`src/design/spatial_bin_accumulator_defines.svh`:
```
// ---------------------------------------------------------------------------
// Assertion macros for the spatial bin accumulator.
// ---------------------------------------------------------------------------
`ifndef SPATIAL_BIN_ACCUMULATOR_DEFINES_SVH
`define SPATIAL_BIN_ACCUMULATOR_DEFINES_SVH

// The consequent must hold in the same cycle as the antecedent.
`define SBA_ASSERT_IMPL(label, clk, rst_n, ante, cons, msg) \
	label: assert property (@(posedge clk) disable iff (!rst_n) (ante) |-> (cons)) \
		else $error(msg);

// The consequent must hold in the cycle after the antecedent.
`define SBA_ASSERT_NEXT(label, clk, rst_n, ante, cons, msg) \
	label: assert property (@(posedge clk) disable iff (!rst_n) (ante) |=> (cons)) \
		else $error(msg);

`endif

```
`src/design/sba_pkg.sv`:
```
// ---------------------------------------------------------------------------
// sba_pkg
// Shared widths, defaults, register indexes and types of the bin accumulator.
// ---------------------------------------------------------------------------
`timescale 1ns / 1ps
`default_nettype none

package sba_pkg;

	// Field widths.
	localparam int POS_W       = 32;
	localparam int EXT_W       = 31;
	localparam int SUM_W       = 48;
	localparam int CNT_W       = 32;
	localparam int RBIN_W      = 12;
	localparam int MAX_CH      = 6;
	localparam int BIN_FIELD_W = 16;
	localparam int DEPTH_W     = 17;
	localparam int CFG_IDX_W   = 4;
	localparam int CFG_DATA_W  = 32;
	localparam int QUEUE_DEPTH = 4;

	// Parameter defaults.
	localparam int DEF_DEPTH    = 4096;
	localparam int DEF_CHANNELS = 6;
	localparam int DEF_FRAC     = 16;

	// Configuration register indexes.
	localparam logic [CFG_IDX_W-1:0] REG_ORIGIN_X   = 4'd0;
	localparam logic [CFG_IDX_W-1:0] REG_ORIGIN_Y   = 4'd1;
	localparam logic [CFG_IDX_W-1:0] REG_ORIGIN_Z   = 4'd2;
	localparam logic [CFG_IDX_W-1:0] REG_EXTENT_X   = 4'd3;
	localparam logic [CFG_IDX_W-1:0] REG_EXTENT_Y   = 4'd4;
	localparam logic [CFG_IDX_W-1:0] REG_EXTENT_Z   = 4'd5;
	localparam logic [CFG_IDX_W-1:0] REG_PROJECT    = 4'd6;
	localparam logic [CFG_IDX_W-1:0] REG_AVERAGE_ON = 4'd7;

	typedef logic [POS_W-1:0] word_t;
	typedef logic [SUM_W-1:0] sum_t;

	// Geometry and readout configuration.
	typedef struct packed {
		word_t [2:0]            origin;
		logic [2:0][EXT_W-1:0]  extent;
		logic [2:0]             project_mask;
		logic                   average_on;
	} cfg_t;

	// One classified transaction waiting for the back end.
	typedef struct packed {
		logic                     mode;
		logic                     in_store;
		logic [BIN_FIELD_W-1:0]   bin;
		logic [RBIN_W-1:0]        rbin;
		word_t [MAX_CH-1:0]       stress;
	} qent_t;

endpackage

`default_nettype wire

```
`src/design/sba_queue.sv`:
```
// ---------------------------------------------------------------------------
// sba_queue
// Short queue of classified transactions between the front and back ends.
// ---------------------------------------------------------------------------
`timescale 1ns / 1ps
`default_nettype none

module sba_queue (
	input  logic          clk,
	input  logic          arst_n,
	input  logic          push,
	input  sba_pkg::qent_t wdata,
	input  logic          pop,
	output sba_pkg::qent_t head,
	output logic          full,
	output logic          empty
);
	import sba_pkg::*;

	localparam int PTR_W = $clog2(QUEUE_DEPTH);

	qent_t            mem_q [QUEUE_DEPTH];
	logic [PTR_W-1:0] wr_ptr_q;
	logic [PTR_W-1:0] rd_ptr_q;
	logic [PTR_W:0]   count_q;

	assign full  = (count_q == (PTR_W + 1)'(QUEUE_DEPTH));
	assign empty = (count_q == '0);
	assign head  = mem_q[rd_ptr_q];

	// Pointers and fill level.
	always_ff @(posedge clk or negedge arst_n) begin
		if (!arst_n) begin
			wr_ptr_q <= '0;
			rd_ptr_q <= '0;
			count_q  <= '0;
		end else begin
			if (push) begin
				wr_ptr_q <= wr_ptr_q + 1'b1;
			end
			if (pop) begin
				rd_ptr_q <= rd_ptr_q + 1'b1;
			end
			if (push && !pop) begin
				count_q <= count_q + 1'b1;
			end else if (pop && !push) begin
				count_q <= count_q - 1'b1;
			end
		end
	end

	// Entry storage.
	always_ff @(posedge clk) begin
		if (push) begin
			mem_q[wr_ptr_q] <= wdata;
		end
	end

endmodule

`default_nettype wire

```
`config.mk`:
```
export PLATFORM = sky130hd
export DESIGN_NAME = sba_queue
export DESIGN_NICKNAME = d
export VERILOG_FILES = /design/src/design/spatial_bin_accumulator_defines.svh /design/src/design/sba_pkg.sv /design/src/design/sba_queue.sv
export SDC_FILE = /design/constraint.sdc
export NUM_CORES = 1
export LEC_CHECK = 0
export ABC_AREA = 1
export BUFFER_PORTS_ARGS = -buffer_cell sky130_fd_sc_hd__buf_2
export CAP_MARGIN = 0
export CORE_MARGIN = 3
export CORE_UTILIZATION = 52
export CTS_CLUSTER_DIAMETER = 120
export DETAILED_ROUTE_END_ITERATION = 10
export MAX_ROUTING_LAYER = met4
export PLACE_DENSITY_LB_ADDON = 0.2
export RECOVER_POWER = 50
export SYNTH_ARGS = -nofsm -noshare
export SYNTH_HDL_FRONTEND = slang
export SYNTH_SLANG_ARGS = --single-unit
```
`constraint.sdc`:
```
create_clock -name clk -period 5.9 [get_ports clk]
set_clock_uncertainty 0.15 [all_clocks]
set_input_delay 0.885 -clock clk [delete_from_list [all_inputs] [get_ports clk]]
set_output_delay 0.885 -clock clk [all_outputs]
set_load 0.005 [all_outputs]
```
==> impl_metrics.env <==
export IMPL_power_density_nw_per_um2=502
export IMPL_clockBufferDepth=3
export IMPL_ir_drop_uv=567
export IMPL_grt_overflow=0
export IMPL_start_kind="register"
export IMPL_row_count=95
export IMPL_antenna_left=0
export IMPL_hold_viol_final=0
export IMPL_end_kind="output port"
export IMPL_critical_path_endpoint="head[200]"
export IMPL_violations="capacitance limit, slew limit"
export IMPL_hold_path_class="input port to register"
export IMPL_critPathLaunch="rd_ptr_q[1]$_DFFE_PN0P_"
export IMPL_clock_root_buffer="clkbuf_16"
export IMPL_ys_top_cells_by_area="edfxtp_1 (74%), o211ai_1 (7.2%), nand2_1 (7.1%)"
export IMPL_num_vias=21100
export IMPL_grt_setup_unrepaired="false"
export IMPL_arrival_ps=3130
export IMPL_r2r_end="mem_q[1][143]$_DFFE_PP_"
export IMPL_dpl_hpwl_microns=48500
export IMPL_synth_area_sq_um=35900
export IMPL_clock_sinks=895
export IMPL_grt_max_degree=159
export IMPL_dr_pass1_iters=7
export IMPL_dieArea_sq_um=72300
export IMPL_outcome="complete, but fails checks"
export IMPL_portBuffers=449
export IMPL_tightest_slew_ps=2700
export IMPL_drtIter0Drc=1652
export IMPL_syn_nets=2870
export IMPL_yosysSeqAreaShare_pct=74.7
export IMPL_cts_htree_levels=3
export IMPL_detail_route_wirelength_microns=78300
export IMPL_r2r_slack_ps=2420
export IMPL_synth_cell_types=19
export IMPL_via_per_inst=5.26
export IMPL_cts_tree="done"
export IMPL_cts_setup_buffers=0
export IMPL_grt_pass1_vias=20200
export IMPL_post_synth_cell_area_avg_sq_um=13.6
export IMPL_wl_per_cell_microns=19.5
export IMPL_yosys_register_bits=895
export IMPL_p_leak_nw=16.0
export IMPL_pin_count=450
export IMPL_grt_first_pass_wirelength_microns=117000
export IMPL_die_w_microns=269
export IMPL_crit_required_ps=4870
export IMPL_synth_edf_count=888
export IMPL_slew_viol_final=161
export IMPL_final_common_cell="edfxtp_1"
export IMPL_finalCritPeriodShare_pct=70.5
export IMPL_drive_gt1_share_pct=15.3
export IMPL_fillers=5255
export IMPL_maxCapViolCount=3
export IMPL_fp_coreArea_sq_um=67800
export IMPL_multiInputGateArea_sq_um=6530
export IMPL_die_h_microns=269
export IMPL_regArea_sq_um=26800
export IMPL_r2r_cells=5
export IMPL_fmax_mhz=240
export IMPL_grtUsageTotal_pct=22.0
export IMPL_slew_headroom_pct=-80.1
export IMPL_ys_flop_type="edfxtp_1"
export IMPL_gp_congestion=0.861
export IMPL_p_total_w=0.0207
export IMPL_drc=0
export IMPL_most_common_layout_cells="edfxtp_1 (888), nand2_1 (679), inv_1 (451)"
export IMPL_yosysTopAreaCell="edfxtp_1"
export IMPL_final_nets=3291
export IMPL_clkSlewWorstSetupHoldPaths_ps=60
export IMPL_hold_path_cell_count=2
export IMPL_setup_violations=0
export IMPL_yosysTopAreaCellShare_pct=74.2
export IMPL_initial_core_util_pct=53.0
export IMPL_fin_crit_ps=4160
export IMPL_worstSkewPairLatency_ps=620
export IMPL_area_growth_pct=14.9
export IMPL_criticalPathCategory="register to output port"
export IMPL_cts_buffers=90
export IMPL_tns_ps=0
export IMPL_crit_fanout=132
export IMPL_async_flop_share_pct=0.782
export IMPL_netlist_instances=2638
export IMPL_yosysWarnings=0
export IMPL_r2r_start="wr_ptr_q[1]$_DFFE_PN0P_"
export IMPL_antenna_found_initial=15
[cell usage after synthesis (3+ instances only)]
master and n:
inv_1 455, ha_1 5, clkbuf_1 10, o211ai_2 100, edfxtp_1 888, dfrtp_1 7, xor2_1 3, nand2_1 679
buf_6 12, buf_2 116, o211ai_1 344, buf_4 11
[per-stage QoR]
stage | hold WS, ps | cell area (sq um) | setup WS (ps) | utilization, % | cells
after global routing | 301 | 41300 | 1490 | 60.9 | 4012
final | 328 | 41300 | 1740 | 60.9 | 4014
after global placement | 329 | 38800 | 2370 | 57.3 | 3839
after detailed placement | 364 | 38800 | 2340 | 57.3 | 3839
after CTS | 273 | 41500 | 1650 | 61.3 | 3997
after floorplan | 313 | 35900 | 901 | - | 2638
[critical path: stages, from the launching register on]
cell and delay [ps]:
dfrtp_4 710, inv_8 770, buf_4 550, o211ai_1 180
nand2_1 90, buf_2 110
[metal layers]
layer	up-vias	track usage, %	part of all wire, %
li1	10100	-	-
met1	10400	26.5	39
met2	549	37.1	52
met3	136	4.93	6.4
met4	0	6.77	2.7
met5	-	-	0
[sequential cells by signal (all words and copies together), names as in the netlist]
register and flops:
count_q 3, mem_q 888, rd_ptr_q 2, wr_ptr_q 2
[report_power, final]
part | total (W) | internal, W | leakage [nW] | switching [W]
clock | 0.00524 | 0.00296 | 1.32 | 0.00228
sequential | 0.00876 | 0.00834 | 8.24 | 0.000415
combinational | 0.00671 | 0.00227 | 6.41 | 0.00444
total | 0.0207 | 0.0136 | 16.0 | 0.00713
[how the worst min path moves through the flow]
stage	start	endpoint
2_1_floorplan	count_q[2]$_DFFE_PN0P_	count_q[2]$_DFFE_PN0P_
3_3_place_gp	count_q[2]$_DFFE_PN0P_	count_q[2]$_DFFE_PN0P_
3_5_place_dp	count_q[2]$_DFFE_PN0P_	count_q[2]$_DFFE_PN0P_
4_1_cts	wdata[210]	mem_q[0][210]$_DFFE_PP_
5_1_grt	pop	rd_ptr_q[0]$_DFFE_PN0P_
6_report	pop	rd_ptr_q[0]$_DFFE_PN0P_
[repair_timing]
action                                 CTS  global route
gates resized for setup                  0             0
hold buffers                             1             0
endpoints found under the hold margin    7             0
[logic make-up after synthesis]
| kind of cell | count (synthesis) | synth area share [%] |
|---|---|---|
| XOR/XNOR | 4 | 0.0976 |
| buffers and inverters | 605 | 7.09 |
| flip-flops | 895 | 74.7 |
| AO/OA/AOI/OAI | 445 | 10.7 |
| adder cells (fa/ha/maj) | 6 | 0.230 |
| AND/OR/NAND/NOR | 683 | 7.16 |
[final cells by class]
cell class,instances,area share (%)
Tap cell,873,2.65
Inverter,456,4.19
Clock buffer,108,5.67
Clock inverter,49,0.888
Timing Repair Buffer,478,5.64
Antenna cell,17,0.103
Sequential cell,895,65.0
Multi-Input combinational cell,1138,15.8
(Power assumes the default switching activity.)
