--- src/design/spatial_bin_accumulator_defines.svh ---
// ---------------------------------------------------------------------------
// Assertion macros for the spatial bin accumulator.
// ---------------------------------------------------------------------------
`ifndef SPATIAL_BIN_ACCUMULATOR_DEFINES_SVH
`define SPATIAL_BIN_ACCUMULATOR_DEFINES_SVH

// The consequent must hold in the same cycle as the antecedent.
`define SBA_ASSERT_IMPL(label, clk, rst_n, ante, cons, msg) \
	label: assert property (@(posedge clk) disable iff (!rst_n) (ante) |-> (cons)) \
		else $error(msg);

// The consequent must hold in the cycle after the antecedent.
`define SBA_ASSERT_NEXT(label, clk, rst_n, ante, cons, msg) \
	label: assert property (@(posedge clk) disable iff (!rst_n) (ante) |=> (cons)) \
		else $error(msg);

`endif

--- src/design/sba_pkg.sv ---
// ---------------------------------------------------------------------------
// sba_pkg
// Shared widths, defaults, register indexes and types of the bin accumulator.
// ---------------------------------------------------------------------------
`timescale 1ns / 1ps
`default_nettype none

package sba_pkg;

	// Field widths.
	localparam int POS_W       = 32;
	localparam int EXT_W       = 31;
	localparam int SUM_W       = 48;
	localparam int CNT_W       = 32;
	localparam int RBIN_W      = 12;
	localparam int MAX_CH      = 6;
	localparam int BIN_FIELD_W = 16;
	localparam int DEPTH_W     = 17;
	localparam int CFG_IDX_W   = 4;
	localparam int CFG_DATA_W  = 32;
	localparam int QUEUE_DEPTH = 4;

	// Parameter defaults.
	localparam int DEF_DEPTH    = 4096;
	localparam int DEF_CHANNELS = 6;
	localparam int DEF_FRAC     = 16;

	// Configuration register indexes.
	localparam logic [CFG_IDX_W-1:0] REG_ORIGIN_X   = 4'd0;
	localparam logic [CFG_IDX_W-1:0] REG_ORIGIN_Y   = 4'd1;
	localparam logic [CFG_IDX_W-1:0] REG_ORIGIN_Z   = 4'd2;
	localparam logic [CFG_IDX_W-1:0] REG_EXTENT_X   = 4'd3;
	localparam logic [CFG_IDX_W-1:0] REG_EXTENT_Y   = 4'd4;
	localparam logic [CFG_IDX_W-1:0] REG_EXTENT_Z   = 4'd5;
	localparam logic [CFG_IDX_W-1:0] REG_PROJECT    = 4'd6;
	localparam logic [CFG_IDX_W-1:0] REG_AVERAGE_ON = 4'd7;

	typedef logic [POS_W-1:0] word_t;
	typedef logic [SUM_W-1:0] sum_t;

	// Geometry and readout configuration.
	typedef struct packed {
		word_t [2:0]            origin;
		logic [2:0][EXT_W-1:0]  extent;
		logic [2:0]             project_mask;
		logic                   average_on;
	} cfg_t;

	// One classified transaction waiting for the back end.
	typedef struct packed {
		logic                     mode;
		logic                     in_store;
		logic [BIN_FIELD_W-1:0]   bin;
		logic [RBIN_W-1:0]        rbin;
		word_t [MAX_CH-1:0]       stress;
	} qent_t;

endpackage

`default_nettype wire

--- src/design/sba_front.sv ---
// ---------------------------------------------------------------------------
// sba_front
// Accepts transactions, computes the linear bin of a particle and filters it.
// ---------------------------------------------------------------------------
`timescale 1ns / 1ps
`default_nettype none

module sba_front #(
	parameter int BIN_STORE_DEPTH = sba_pkg::DEF_DEPTH,
	parameter int FRAC_BITS       = sba_pkg::DEF_FRAC
) (
	input  logic                                clk,
	input  logic                                arst_n,
	input  sba_pkg::cfg_t                       cfg,
	input  logic                                hold,
	input  logic                                in_valid,
	output logic                                in_stall,
	input  logic                                mode,
	input  sba_pkg::word_t                      pos_x,
	input  sba_pkg::word_t                      pos_y,
	input  sba_pkg::word_t                      pos_z,
	input  sba_pkg::word_t [sba_pkg::MAX_CH-1:0] stress,
	input  logic [sba_pkg::RBIN_W-1:0]          read_bin,
	output logic                                q_push,
	output sba_pkg::qent_t                      q_data,
	input  logic                                q_full
);
	import sba_pkg::*;

	localparam int AW     = (BIN_STORE_DEPTH > 1) ? $clog2(BIN_STORE_DEPTH) : 1;
	localparam int IDX_W  = POS_W - FRAC_BITS;
	localparam int NB_W   = EXT_W - FRAC_BITS;
	localparam int P1_W   = 2 * NB_W;
	localparam int T_W    = P1_W + 1;
	localparam int P2_W   = NB_W + AW;
	localparam int B_W    = P2_W + 1;
	localparam int CMP1_W = (T_W > DEPTH_W) ? T_W : DEPTH_W;
	localparam int CMP2_W = (B_W > DEPTH_W) ? B_W : DEPTH_W;

	logic              advance;
	word_t [2:0]       pos_a;
	logic [2:0]        ok_c;
	logic [NB_W-1:0]   idx_c [3];
	logic [NB_W-1:0]   nb_c [3];
	qent_t             ent_c;

	logic              v_s1, v_s2, v_s3, v_s4;
	qent_t             ent_s1, ent_s2, ent_s3, ent_s4;
	logic              ok_s1, ok_s2, ok_s3, ok_s4;
	logic [NB_W-1:0]   idx_s1 [3];
	logic [NB_W-1:0]   nb_s1 [3];
	logic [NB_W-1:0]   idx_x_s2, nb_x_s2, idx_y_s2;
	logic [P1_W-1:0]   p1_s2;
	logic [NB_W-1:0]   idx_x_s3, nb_x_s3;
	logic [AW-1:0]     t_s3;
	logic [NB_W-1:0]   idx_x_s4;
	logic [P2_W-1:0]   p2_s4;

	logic [P1_W-1:0]   p1;
	logic [T_W-1:0]    t_sum;
	logic              t_ok;
	logic [P2_W-1:0]   p2;
	logic [B_W-1:0]    b_sum;
	logic              b_ok;

	// The whole pipeline moves together unless the last stage is blocked.
	assign advance  = !(v_s4 && q_full);
	assign in_stall = !advance || hold;

	assign pos_a = {pos_z, pos_y, pos_x};

	// Per-axis offset, range check and bin index.
	for (genvar a = 0; a < 3; a++) begin : g_axis
		logic [POS_W:0]    d;
		logic [IDX_W-1:0]  idx_full;
		logic [NB_W-1:0]   nb_full;

		assign d = {pos_a[a][POS_W-1], pos_a[a]} -
			{cfg.origin[a][POS_W-1], cfg.origin[a]};
		assign idx_full = d[POS_W-1:FRAC_BITS];
		assign nb_full  = cfg.extent[a][EXT_W-1:FRAC_BITS];

		always_comb begin
			if (cfg.project_mask[a]) begin
				ok_c[a]  = !d[POS_W] && (d[POS_W-1:0] < {1'b0, cfg.extent[a]});
				idx_c[a] = '0;
				nb_c[a]  = NB_W'(1);
			end else begin
				ok_c[a]  = !d[POS_W] && (idx_full < IDX_W'(nb_full));
				idx_c[a] = NB_W'(idx_full);
				nb_c[a]  = nb_full;
			end
		end
	end

	// Payload carried along with the bin computation.
	always_comb begin
		ent_c          = '0;
		ent_c.mode     = mode;
		ent_c.in_store = (DEPTH_W'(read_bin) < DEPTH_W'(BIN_STORE_DEPTH));
		ent_c.rbin     = read_bin;
		ent_c.stress   = stress;
	end

	// Linear id: t = iy + ny*iz, then bin = ix + nx*t.
	assign p1    = P1_W'(nb_s1[1]) * P1_W'(idx_s1[2]);
	assign t_sum = T_W'(idx_y_s2) + T_W'(p1_s2);
	assign t_ok  = (CMP1_W'(t_sum) < CMP1_W'(BIN_STORE_DEPTH));
	assign p2    = P2_W'(nb_x_s3) * P2_W'(t_s3);
	assign b_sum = B_W'(idx_x_s4) + B_W'(p2_s4);
	assign b_ok  = (CMP2_W'(b_sum) < CMP2_W'(BIN_STORE_DEPTH));

	// Readouts always go on; particles only when they land inside the store.
	always_comb begin
		q_data = ent_s4;
		if (ent_s4.mode) begin
			q_data.bin = BIN_FIELD_W'(ent_s4.rbin);
		end else begin
			q_data.bin = BIN_FIELD_W'(b_sum[AW-1:0]);
		end
		q_push = v_s4 && !q_full && (ent_s4.mode || (ok_s4 && b_ok));
	end

	// Stage valid bits.
	always_ff @(posedge clk or negedge arst_n) begin
		if (!arst_n) begin
			v_s1 <= 1'b0;
			v_s2 <= 1'b0;
			v_s3 <= 1'b0;
			v_s4 <= 1'b0;
		end else if (advance) begin
			v_s1 <= in_valid && !hold;
			v_s2 <= v_s1;
			v_s3 <= v_s2;
			v_s4 <= v_s3;
		end
	end

	// Stage payloads.
	always_ff @(posedge clk) begin
		if (advance) begin
			ent_s1   <= ent_c;
			ok_s1    <= &ok_c;
			for (int a = 0; a < 3; a++) begin
				idx_s1[a] <= idx_c[a];
				nb_s1[a]  <= nb_c[a];
			end
			ent_s2   <= ent_s1;
			ok_s2    <= ok_s1;
			idx_x_s2 <= idx_s1[0];
			nb_x_s2  <= nb_s1[0];
			idx_y_s2 <= idx_s1[1];
			p1_s2    <= p1;
			ent_s3   <= ent_s2;
			ok_s3    <= ok_s2 && t_ok;
			idx_x_s3 <= idx_x_s2;
			nb_x_s3  <= nb_x_s2;
			t_s3     <= AW'(t_sum);
			ent_s4   <= ent_s3;
			ok_s4    <= ok_s3;
			idx_x_s4 <= idx_x_s3;
			p2_s4    <= p2;
		end
	end

endmodule

`default_nettype wire

--- config.mk ---
export PLATFORM = sky130hd
export DESIGN_NAME = sba_front
export DESIGN_NICKNAME = d
export VERILOG_FILES = /design/src/design/spatial_bin_accumulator_defines.svh /design/src/design/sba_pkg.sv /design/src/design/sba_front.sv
export SDC_FILE = /design/constraint.sdc
export NUM_CORES = 2
export LEC_CHECK = 0
export ABC_CLOCK_PERIOD_IN_PS = 47900
export BUFFER_PORTS_ARGS = -buffer_cell sky130_fd_sc_hd__clkbuf_2
export CAP_MARGIN = 20
export CORE_ASPECT_RATIO = 0.6
export CORE_MARGIN = 3
export CORE_UTILIZATION = 35
export DETAILED_ROUTE_END_ITERATION = 10
export SLEW_MARGIN = 20
export SYNTH_ARGS = -nofsm -noshare
export SYNTH_HDL_FRONTEND = slang
export SYNTH_SLANG_ARGS = --single-unit
--- constraint.sdc ---
create_clock -name clk -period 47.9 [get_ports clk]
set_input_delay 11.975 -clock clk [delete_from_list [all_inputs] [get_ports clk]]
set_output_delay 11.975 -clock clk [all_outputs]
set_load 0.01 [all_outputs]
==> run summary <==
Maximum operating frequency -> 39.4 MHz
Reg2reg setup slack -> 40.71 ns
Ratio of cells with drive above 1 in the final layout -> 0.187
Vias in the first global route -> 32.6k
Ys flop type -> edfxtp_1
Core Area -> 154000 sq um
Final Hold Viols -> 0
Final core utilization -> 0.416
Clock sinks -> 1062
Post-synth EDFFs -> 1058
Area Overhead vs Synth -> 16.9%
CTS tree -> yes
Worst slew pin tran -> 1.09 ns
Via-per-instance ratio -> 4.67
Hold Path Depth -> 0
Tightest Hold Check Type -> reg2reg
Setup violators final -> 0
Crit path max fanout -> 4
Die H -> 313 um
Min Tclk post-route -> 25.36 ns
Required @ worst endpoint -> 35.92 ns
Post_cts resized -> 0
PortBufs -> 716
FILL cells -> 14.3k
Crit end category -> primary output
#FFs+latches synth -> 1062
Setup TNS Final -> 0 ns
Ys async rst share -> 0.00377
Final instance area -> 64200 sq um
Setup Skew -> 0.0636 ns
Setup WS post-layout -> 22.54 ns
Critical Path Max Stage Delay -> 0.31 ns
DP Area -> 60800 sq um
WL final -> 132 mm
Setup CP Type -> in2out
Row count -> 111
Worst slew margin -> 0.254
Critical path's slowest cell -> and4b_1
Iteration count of the initial detailed-routing pass -> 5
YS warnings -> 0
Origin of the critical flop-to-flop path -> nb_s1[1][5]$_SDFFCE_PP0N_
Chip width -> 517 um
Total track usage -> 0.162
Mapped Avg Cell Area -> 13.5 sq um
Initial Utilization -> 0.356
H-tree level count -> 3
DR DRC count -> 0
Post-route ant nets -> 0
Worst reg-to-reg path cell count -> 24
Routability cong. -> 0.904
Number of CTS-inserted buffers -> 99
Status -> completed
Root Driver -> clkbuf_16
Worst hold start -> nb_s1[0][7]$_SDFFCE_PP0N_
Sequential element share of the synthesized area -> 0.581
Clk_lat worst skew -> 0.72 ns
Drt wl/cell -> 19.1 um
RSZ-0062 raised after global routing -> no
Setup crit start kind -> input port
Nets -> 5988
Hold_buf cts -> 0
Pin count of the biggest net entering global routing -> 208
Initial DRC Count -> 2562
CP cell instances -> clkbuf_2, and4b_1, nand4_1, nor4b_1, nand4_1, o21ai_0, clkbuf_2
Worst EP arrival -> 13.39 ns
Vias -> 32.4k
Period utilisation layout -> 0.529
Hold endpoint -> nb_x_s2[7]$_DFFE_PN_
Gr ovfl total -> 0
Pre-CTS WS -> 22.55 ns
Die area -> 162000 sq um
Post-synthesis instance total -> 4054
Initial antenna violation count -> 17
Io pins -> 723
Pins Over Slew Limit -> 0
Netlist cell types -> 84
Mapped cell area -> 54900 sq um
First-pass GRT wire length -> 200 mm
Clock transition at the registers of the reported paths -> 0.06 ns
Max_cap viols -> 0
Post-CTS Setup Bufs -> 0
RR Endpoint -> p1_s2[28]$_DFFE_PN_
Max Buffers Root-to-Sink -> 3
HPWL after DPL -> 104 mm
==> critical path, delay by kind of cell <==
kind                   cells  cell delay (ns)
and+or+nand+nor            4             0.79
AOI/OAI and AO/OA          1             0.18
buffers and inverters      2             0.44
==> worst max-delay path by stage <==
stage / end / start
2_1_floorplan: in_stall / q_full
4_1_cts: q_push / q_full
3_5_place_dp: q_push / q_full
6_report: q_push / q_full
5_1_grt: q_push / q_full
3_3_place_gp: q_push / q_full
==> cell families (layout without fill, tap and decap cells) <==
kind of cell / count (synthesis) / count (layout) / share of synthesized area
AO/OA/AOI/OAI: 547 / 547 / 0.0663
XOR/XNOR: 154 / 154 / 0.0246
adder cells (fa/ha/maj): 680 / 680 / 0.196
buffers and inverters: 700 / 1530 / 0.0482
flip-flops: 1062 / 1062 / 0.581
multiplexers: 12 / 12 / 0.00239
other: 2 / 11 / 0.000137
AND/OR/NAND/NOR: 897 / 897 / 0.0810
==> cell usage in the layout, fill, tap and decap left out, types with 28 or more instances in the layout <==
| cell | instances |
|---|---|
| a21o_1 | 83 |
| edfxtp_1 | 1058 |
| nor3_1 | 30 |
| inv_1 | 621 |
| clkbuf_2 | 716 |
| nand2_1 | 313 |
| and2_1 | 207 |
| a21oi_1 | 156 |
| o21a_1 | 28 |
| nor2b_1 | 59 |
| nand3_1 | 44 |
| fa_1 | 302 |
| nor2_1 | 136 |
| o21ai_0 | 96 |
| xnor2_1 | 105 |
| xor2_1 | 49 |
| ha_1 | 378 |
| clkbuf_16 | 99 |
==> cell usage after synthesis (28+ instances only) <==
library cell	count	share of area
xor2_1	49	0.0078
clkbuf_1	74	0.0051
nor3_1	30	0.0027
nand2_1	314	0.021
nor2_1	136	0.0093
nor2b_1	59	0.0067
ha_1	378	0.086
o21a_1	28	0.0038
edfxtp_1	1058	0.58
nand3_1	44	0.0040
and2_1	207	0.024
fa_1	302	0.11
a21o_1	83	0.011
xnor2_1	105	0.017
o21ai_0	96	0.0088
inv_1	621	0.042
a21oi_1	156	0.014
==> through the flow <==
| step | cells | hold WS (ns) |
|---|---|---|
| 3_5_place_dp | 6742 | 0.405 |
| 4_1_cts | 6921 | 0.371 |
| 2_1_floorplan | 4057 | 0.400 |
| 6_report | 6927 | 0.371 |
| 5_1_grt | 6923 | 0.386 |
| 3_3_place_gp | 6742 | 0.400 |
==> layer usage <==
metal / GRT usage / share of wire
met1: 0.232 / 0.46
met2: 0.254 / 0.46
met3: 0.0372 / 0.060
met4: 0.0335 / 0.018
met5: 0 / 0.00089
==> layout make-up <==
class | instances | area (sq um) | share of cell area
repair buffers | 730 | 3700 | 0.0577
clock buffers | 112 | 2530 | 0.0394
inverters | 621 | 2330 | 0.0363
well taps | 2034 | 2540 | 0.0397
diodes | 6 | 15.0 | 0.000234
multi-input cells | 2295 | 20400 | 0.318
flip-flops and latches | 1062 | 31900 | 0.497
clock inverters | 67 | 796 | 0.0124
==> registers in the layout, indices dropped and copies added (netlist names), 12 cells and up <==
name / cells
idx_x_s3: 15
idx_x_s4: 15
q_data: 205
idx_s1: 45
ent_s1: 205
nb_x_s3: 15
nb_x_s2: 15
ent_s3: 205
p2_s4: 27
idx_x_s2: 15
idx_y_s2: 15
nb_s1: 30
t_s3: 12
p1_s2: 30
ent_s2: 205
Power is left out: the tool's default activity adds up to more than one toggle a clock period on the data nets, which glitch-free logic cannot reach.
